### config.mk
export PLATFORM = sky130hd
export DESIGN_NAME = pprg_udiv
export DESIGN_NICKNAME = d
export VERILOG_FILES = /design/src/rtl/core/pinhole_primary_ray_generator_unit_macros.svh /design/src/rtl/core/pprg_udiv.sv
export SDC_FILE = /design/constraint.sdc
export NUM_CORES = 2
export LEC_CHECK = 0
export ABC_AREA = 1
export BUFFER_PORTS_ARGS = -buffer_cell sky130_fd_sc_hd__clkbuf_2
export CAP_MARGIN = 20
export CORE_UTILIZATION = 45
export CTS_CLUSTER_SIZE = 30
export DETAILED_ROUTE_END_ITERATION = 6
export PLACE_DENSITY_LB_ADDON = 0.25
export SYNTH_ARGS = -nofsm -noshare
export SYNTH_HDL_FRONTEND = slang
export SYNTH_SLANG_ARGS = --single-unit
### constraint.sdc
create_clock -name i_clk -period 5.2 [get_ports i_clk]
set_input_delay 1.04 -clock i_clk [delete_from_list [all_inputs] [get_ports i_clk]]
set_output_delay 1.04 -clock i_clk [all_outputs]
set_load 0.01 [all_outputs]
### src/rtl/core/pinhole_primary_ray_generator_unit_macros.svh
// Assertion macros used by the ray generator unit.
`ifndef PINHOLE_PRIMARY_RAY_GENERATOR_UNIT_MACROS_SVH
`define PINHOLE_PRIMARY_RAY_GENERATOR_UNIT_MACROS_SVH
`ifndef SYNTH
`define PPRG_ASSERT(lbl, prop) \
    lbl: assert property (@(posedge i_clk) disable iff (!i_rst_n) prop) \
        else $error("pprg assertion failed");
`define PPRG_ASSERT_NEXT(lbl, pre, post) \
    lbl: assert property (@(posedge i_clk) disable iff (!i_rst_n) (pre) |=> (post)) \
        else $error("pprg assertion failed");
`else
`define PPRG_ASSERT(lbl, prop)
`define PPRG_ASSERT_NEXT(lbl, pre, post)
`endif
`endif

### src/rtl/core/pprg_udiv.sv
// Pipelined restoring divider, one quotient bit per stage.
`default_nettype none
module pprg_udiv #(
    parameter int DW = 14,
    parameter int QW = 29,
    parameter int TW = 1
) (
    input  logic          i_clk,
    input  logic          i_rst_n,
    input  logic          i_en,
    input  logic          i_valid,
    input  logic [DW-1:0] i_rem,
    input  logic [QW-1:0] i_low,
    input  logic [DW-1:0] i_den,
    input  logic [TW-1:0] i_tag,
    output logic          o_valid,
    output logic [QW-1:0] o_quo,
    output logic [TW-1:0] o_tag
);

    logic [DW-1:0] r_rem [0:QW-1];
    logic [QW-1:0] r_low [0:QW-1];
    logic [DW-1:0] r_den [0:QW-1];
    logic [TW-1:0] r_tag [0:QW-1];
    logic [DW-1:0] n_rem [0:QW-1];
    logic [QW-1:0] n_low [0:QW-1];
    logic [QW-1:0] r_valid;

    for (genvar k = 0; k < QW; k++) begin : g_step
        logic [DW-1:0] src_rem;
        logic [QW-1:0] src_low;
        logic [DW:0]   trial;
        logic          ge;
        if (k == 0) begin : g_first
            assign src_rem = i_rem;
            assign src_low = i_low;
        end else begin : g_next
            assign src_rem = r_rem[k-1];
            assign src_low = r_low[k-1];
        end
        // bring down the next numerator bit, quotient bit enters at the bottom
        assign trial    = {src_rem, src_low[QW-1]};
        assign ge       = trial >= {1'b0, ((k == 0) ? i_den : r_den[(k == 0) ? 0 : k-1])};
        assign n_rem[k] = ge ? DW'(trial - {1'b0, ((k == 0) ? i_den : r_den[(k == 0) ? 0 : k-1])})
                             : trial[DW-1:0];
        assign n_low[k] = {src_low[QW-2:0], ge};
    end

    always_ff @(posedge i_clk) begin
        if (i_en) begin
            for (int k = 0; k < QW; k++) begin
                r_rem[k] <= n_rem[k];
                r_low[k] <= n_low[k];
                r_den[k] <= (k == 0) ? i_den : r_den[(k == 0) ? 0 : k-1];
                r_tag[k] <= (k == 0) ? i_tag : r_tag[(k == 0) ? 0 : k-1];
            end
        end
    end

    always_ff @(posedge i_clk) begin
        if (!i_rst_n) begin
            r_valid <= '0;
        end else if (i_en) begin
            r_valid <= {r_valid[QW-2:0], i_valid};
        end
    end

    assign o_valid = r_valid[QW-1];
    assign o_quo   = r_low[QW-1];
    assign o_tag   = r_tag[QW-1];

endmodule
`default_nettype wire

; ---- After elaboration in Yosys (flattened, before gate mapping)
; Memory sizes are Yosys's and may differ from the RTL's.
; Index checks and enable logic that the tools add are counted.
[word_totals]
ram_bits = 1682
out_inout_bits = 31
reg_bits = 29
memories = 4
wordCells = 94
romBits = 0
latch_bits = 0
in_bits = 62
[op_classes]
shifts = 0
reduce_logical = 0
div = 0
eq_ne = 0
n_addsub = 29
bitwise_logic = 0
order_cmp = 29
muxes = 31
multipliers = 0
[memory_table]
columns = name, depth, width, rd, rd_ports_with_merged_regs, wr, line
row1 = r_low, 29, 29, 29, 0, 29, pprg_udiv.sv:22  ; logic [QW-1:0] r_low [0:QW-1];
row2 = r_den, 29, 14, 28, 0, 29, pprg_udiv.sv:23  ; logic [DW-1:0] r_den [0:QW-1];
row3 = r_rem, 29, 14, 28, 0, 29, pprg_udiv.sv:21  ; logic [DW-1:0] r_rem [0:QW-1];
row4 = r_tag, 29, 1, 29, 0, 29, pprg_udiv.sv:24  ; logic [TW-1:0] r_tag [0:QW-1];
[ops]
columns = cell, count
row1 = $ge 15x14->1, 29
row2 = $mux 14, 29
row3 = $sub 14x14->14, 29
row4 = $mux 1, 2

; ---- Longest topological paths before layout
[logic_depth]
depth_word = 2
depth_mapped = 14
depth_no_buf = 12

; ---- Worst setup path after synthesis
; No wires, ideal clock.
[synth_path]
path_kind = input to register
start = input port i_low[28]
end = memory r_rem[0][8], data pin
path_stages = 11
arrival_ns = 2.269
path_slack_ns = 2.675
setup_time_ns = 0.256
path_buffers = 0
required_time_ns = 4.944
path_cell_list = inv_1 > ha_1 > inv_1 > fa_1 > nand3_1 > nand3_1 > nand2_1 > nand2_1 > xor2_1 > nand2_1 > o21ai_1
[synth_rtl]
columns = item, line
row1 = start: declaration, pprg_udiv.sv:13  ; input logic [QW-1:0] i_low,
row2 = end: declaration, pprg_udiv.sv:21

==> impl_metrics.py <==
metrics = {
    "run_status": {
        "status": "complete, no violations",
    },
    "placed_design": {
        "post-place-cells": 10600,
        "place_ws_ps": 2090,
        "io_buffers": 92,
        "place.gp.congestion": 0.895,
        "hpwl_um": 124000,
    },
    "cts": {
        "cts_buffers": 186,
        "clk_pin_slew_worst_paths_ps": 60,
        "cts.path.max_buffers": 3,
        "cts_max_level": 4,
        "cts-resized-gates": 0,
        "cts_setup_buffers": 0,
        "cts_tree": "built",
        "cts_root_buf": "clkbuf_16",
        "cts_sinks": 1683,
        "holdBufCountCts": 0,
        "clock_latency_ps": 840,
    },
    "logic_synthesis": {
        "post-synth-top-count-cell": "nand2_1",
        "synthCells": 8085,
        "syn_area_um2": 84300,
        "synth_commonest_cells": "nand2_1, edfxtp_1, inv_1, ha_1, nand3_1",
        "ys_async_sr_fraction": 0,
        "yosysUniqueCellTypes": 44,
        "yosys.area.top_type_share": 0.589,
        "seq_area_frac_synth": 0.596,
        "yosysTopAreaCell": "edfxtp_1",
        "yosys_most_used_dff": "edfxtp_1",
        "ys_ff_latch": 1683,
        "syn_nets": 8609,
        "syn_area_per_cell_um2": 10.4,
        "synth_area_leaders": "edfxtp_1, nand2_1, inv_1",
        "yosysWarnings": 0,
        "synth_edf_count": 1654,
    },
    "final_layout": {
        "finalNetCount": 8864,
        "layoutNonFillerInstCount": 11000,
        "num_antenna_cells": 0,
        "area_delta_synth_final_pct": 11.6,
        "layout-drive-gt1-share": 0.104,
    },
    "worst_hold_path": {
        "hp-class": "primary input to flop",
        "hold_path_depth": 1,
        "worstHoldStart": "i_low[5]",
        "holdPathEnd": "r_low[0][6]",
    },
    "critical_path": {
        "reg2reg_depth": 11,
        "rr_startpoint": "r_rem[1][117]",
        "crit_arrival_ps": 3040,
        "r2r_end": "r_rem[1][136]",
        "critPathLaunchType": "flop",
        "worstSetupPathType": "flop to flop",
        "cp-end-kind": "flop",
        "path_max_fanout": 21,
        "r2r_slack_ps": 2740,
        "worst_ep_required_time_ps": 5780,
    },
    "floorplanning": {
        "fp-row-count": 158,
        "pin_count": 93,
        "coreArea_um2": 186000,
        "initial_utilization": 0.454,
        "die-area_um2": 189000,
        "die_h_um": 435,
        "die_w_um": 435,
    },
    "global_route": {
        "antenna_found_initial": 1,
        "grt_pass1_wl_um": 272000,
        "grt_max_degree": 128,
        "grt_overflow": 0,
        "first_global_vias": 51600,
        "grt_usage": 0.178,
    },
    "power": {
        "power_leakage_nw": 42.5,
        "pwr_density_cell_nw_per_um2": 560,
        "ir_drop_uv": 337,
        "finalPower_mw": 52.7,
    },
    "sta": {
        "fin_crit_sh": 0.472,
        "setup_ws_ps": 2740,
        "hold_viol": 0,
        "skew_ps": 45.9,
        "period_needed_ps": 2460,
        "finalMaxSlewViolations": 0,
        "grt_setup_unrepaired": "false",
        "slew_headroom": 0.399,
        "setup_viol": 0,
        "fmax_ghz": 0.407,
        "tns_ps": 0,
        "tightest_slew_ps": 902,
    },
    "drt": {
        "drc": 0,
        "drt_iter0_drc": 3425,
        "ant_nets": 0,
        "wl_um": 168000,
        "vias": 52600,
        "wire_per_inst_um": 15.3,
        "dr.pass1.iters": 7,
        "viasPerCell": 4.79,
    },
    "job": {
        "cap_viol_max_count": 0,
    },
}
-- critical path: stages (launching register included) --
cell and delay (ps):
edfxtp_1 430, ha_1 380, nand2_1 160, inv_1 70, nand2_1 80, nand2_1 100
inv_1 70, nand2_1 110, nand2_1 100, nand3_2 370, nand3_1 240, nand2_1 90
-- state kept, by name, indices dropped and copies added, names as in the netlist --
name / cells
r_valid: 29
r_den: 392
r_tag: 29
r_rem: 392
r_low: 841
-- layout by cell type (no fill, tap or decap), types with 27 or more instances in the layout --
cell type | netlist | layout
a21oi_1 | 134 | 134
and2_1 | 48 | 48
buf_4 | 2 | 27
clkbuf_1 | 7 | 37
clkbuf_16 | 0 | 186
clkbuf_2 | 0 | 91
clkinv_2 | 0 | 33
dfxtp_1 | 29 | 29
edfxtp_1 | 1654 | 1654
fa_1 | 28 | 28
ha_1 | 434 | 434
inv_1 | 1561 | 1561
inv_2 | 63 | 63
nand2_1 | 2186 | 2186
nand2_2 | 104 | 104
nand3_1 | 381 | 381
nand3_2 | 48 | 48
nand3_4 | 36 | 36
nand3b_1 | 29 | 29
nand4_1 | 247 | 247
nor2_1 | 373 | 373
nor2_2 | 63 | 63
o21ai_0 | 32 | 32
o21ai_1 | 170 | 170
o21ai_2 | 64 | 64
xnor2_1 | 45 | 45
xor2_1 | 151 | 151
-- worst max-delay path by stage --
stage	start	endpoint	slack, ps	depth (start not counted)
2_1_floorplan	i_low[28]	r_rem[0][8]	2680	11
3_3_place_gp	i_en	r_valid[2]	2150	5
3_5_place_dp	i_en	r_valid[17]	2090	5
4_1_cts	r_low[1][363]	o_quo[15]	2690	1
5_1_grt	r_den[0][58]	r_rem[0][83]	2570	9
6_report	r_rem[1][117]	r_rem[1][136]	2740	11
-- logic make-up after synthesis --
logic type	after synthesis	share of synthesized area
buffers and inverters	1693	0.0813
flip-flops	1683	0.596
XOR/XNOR	196	0.0204
AO/OA/AOI/OAI	456	0.0343
adder cells (fa/ha/maj)	462	0.0710
AND/OR/NAND/NOR	3595	0.197
-- report_power, final --
part           internal, mW  switching [mW]
clock                  7.93            5.62
sequential             18.3            1.47
combinational          6.72            12.7
total                  33.0            19.7
-- metrics by stage --
step,utilization,instance area [µm²],hold slack (ps)
floorplan,-,84300,400
global placement,0.472,87700,400
detailed placement,0.472,87700,405
CTS,0.507,94100,292
global route,0.507,94100,304
finish,0.507,94100,373
-- final cells by class --
type	count	area [µm²]
multi-input combinational	4709	27200
sequential	1683	50200
fill	16800	91700
timing repair buffer	134	978
clock inverter	121	1590
tap	2480	3100
clock buffer	229	4880
inverter	1626	6100
-- metal layers --
metal,track usage,vias up,share of wire
li1,-,27000,-
met1,0.237,24500,0.46
met2,0.297,830,0.48
met3,0.0269,287,0.035
met4,0.0580,0,0.028
met5,0,-,0
(Power assumes the default switching activity.)
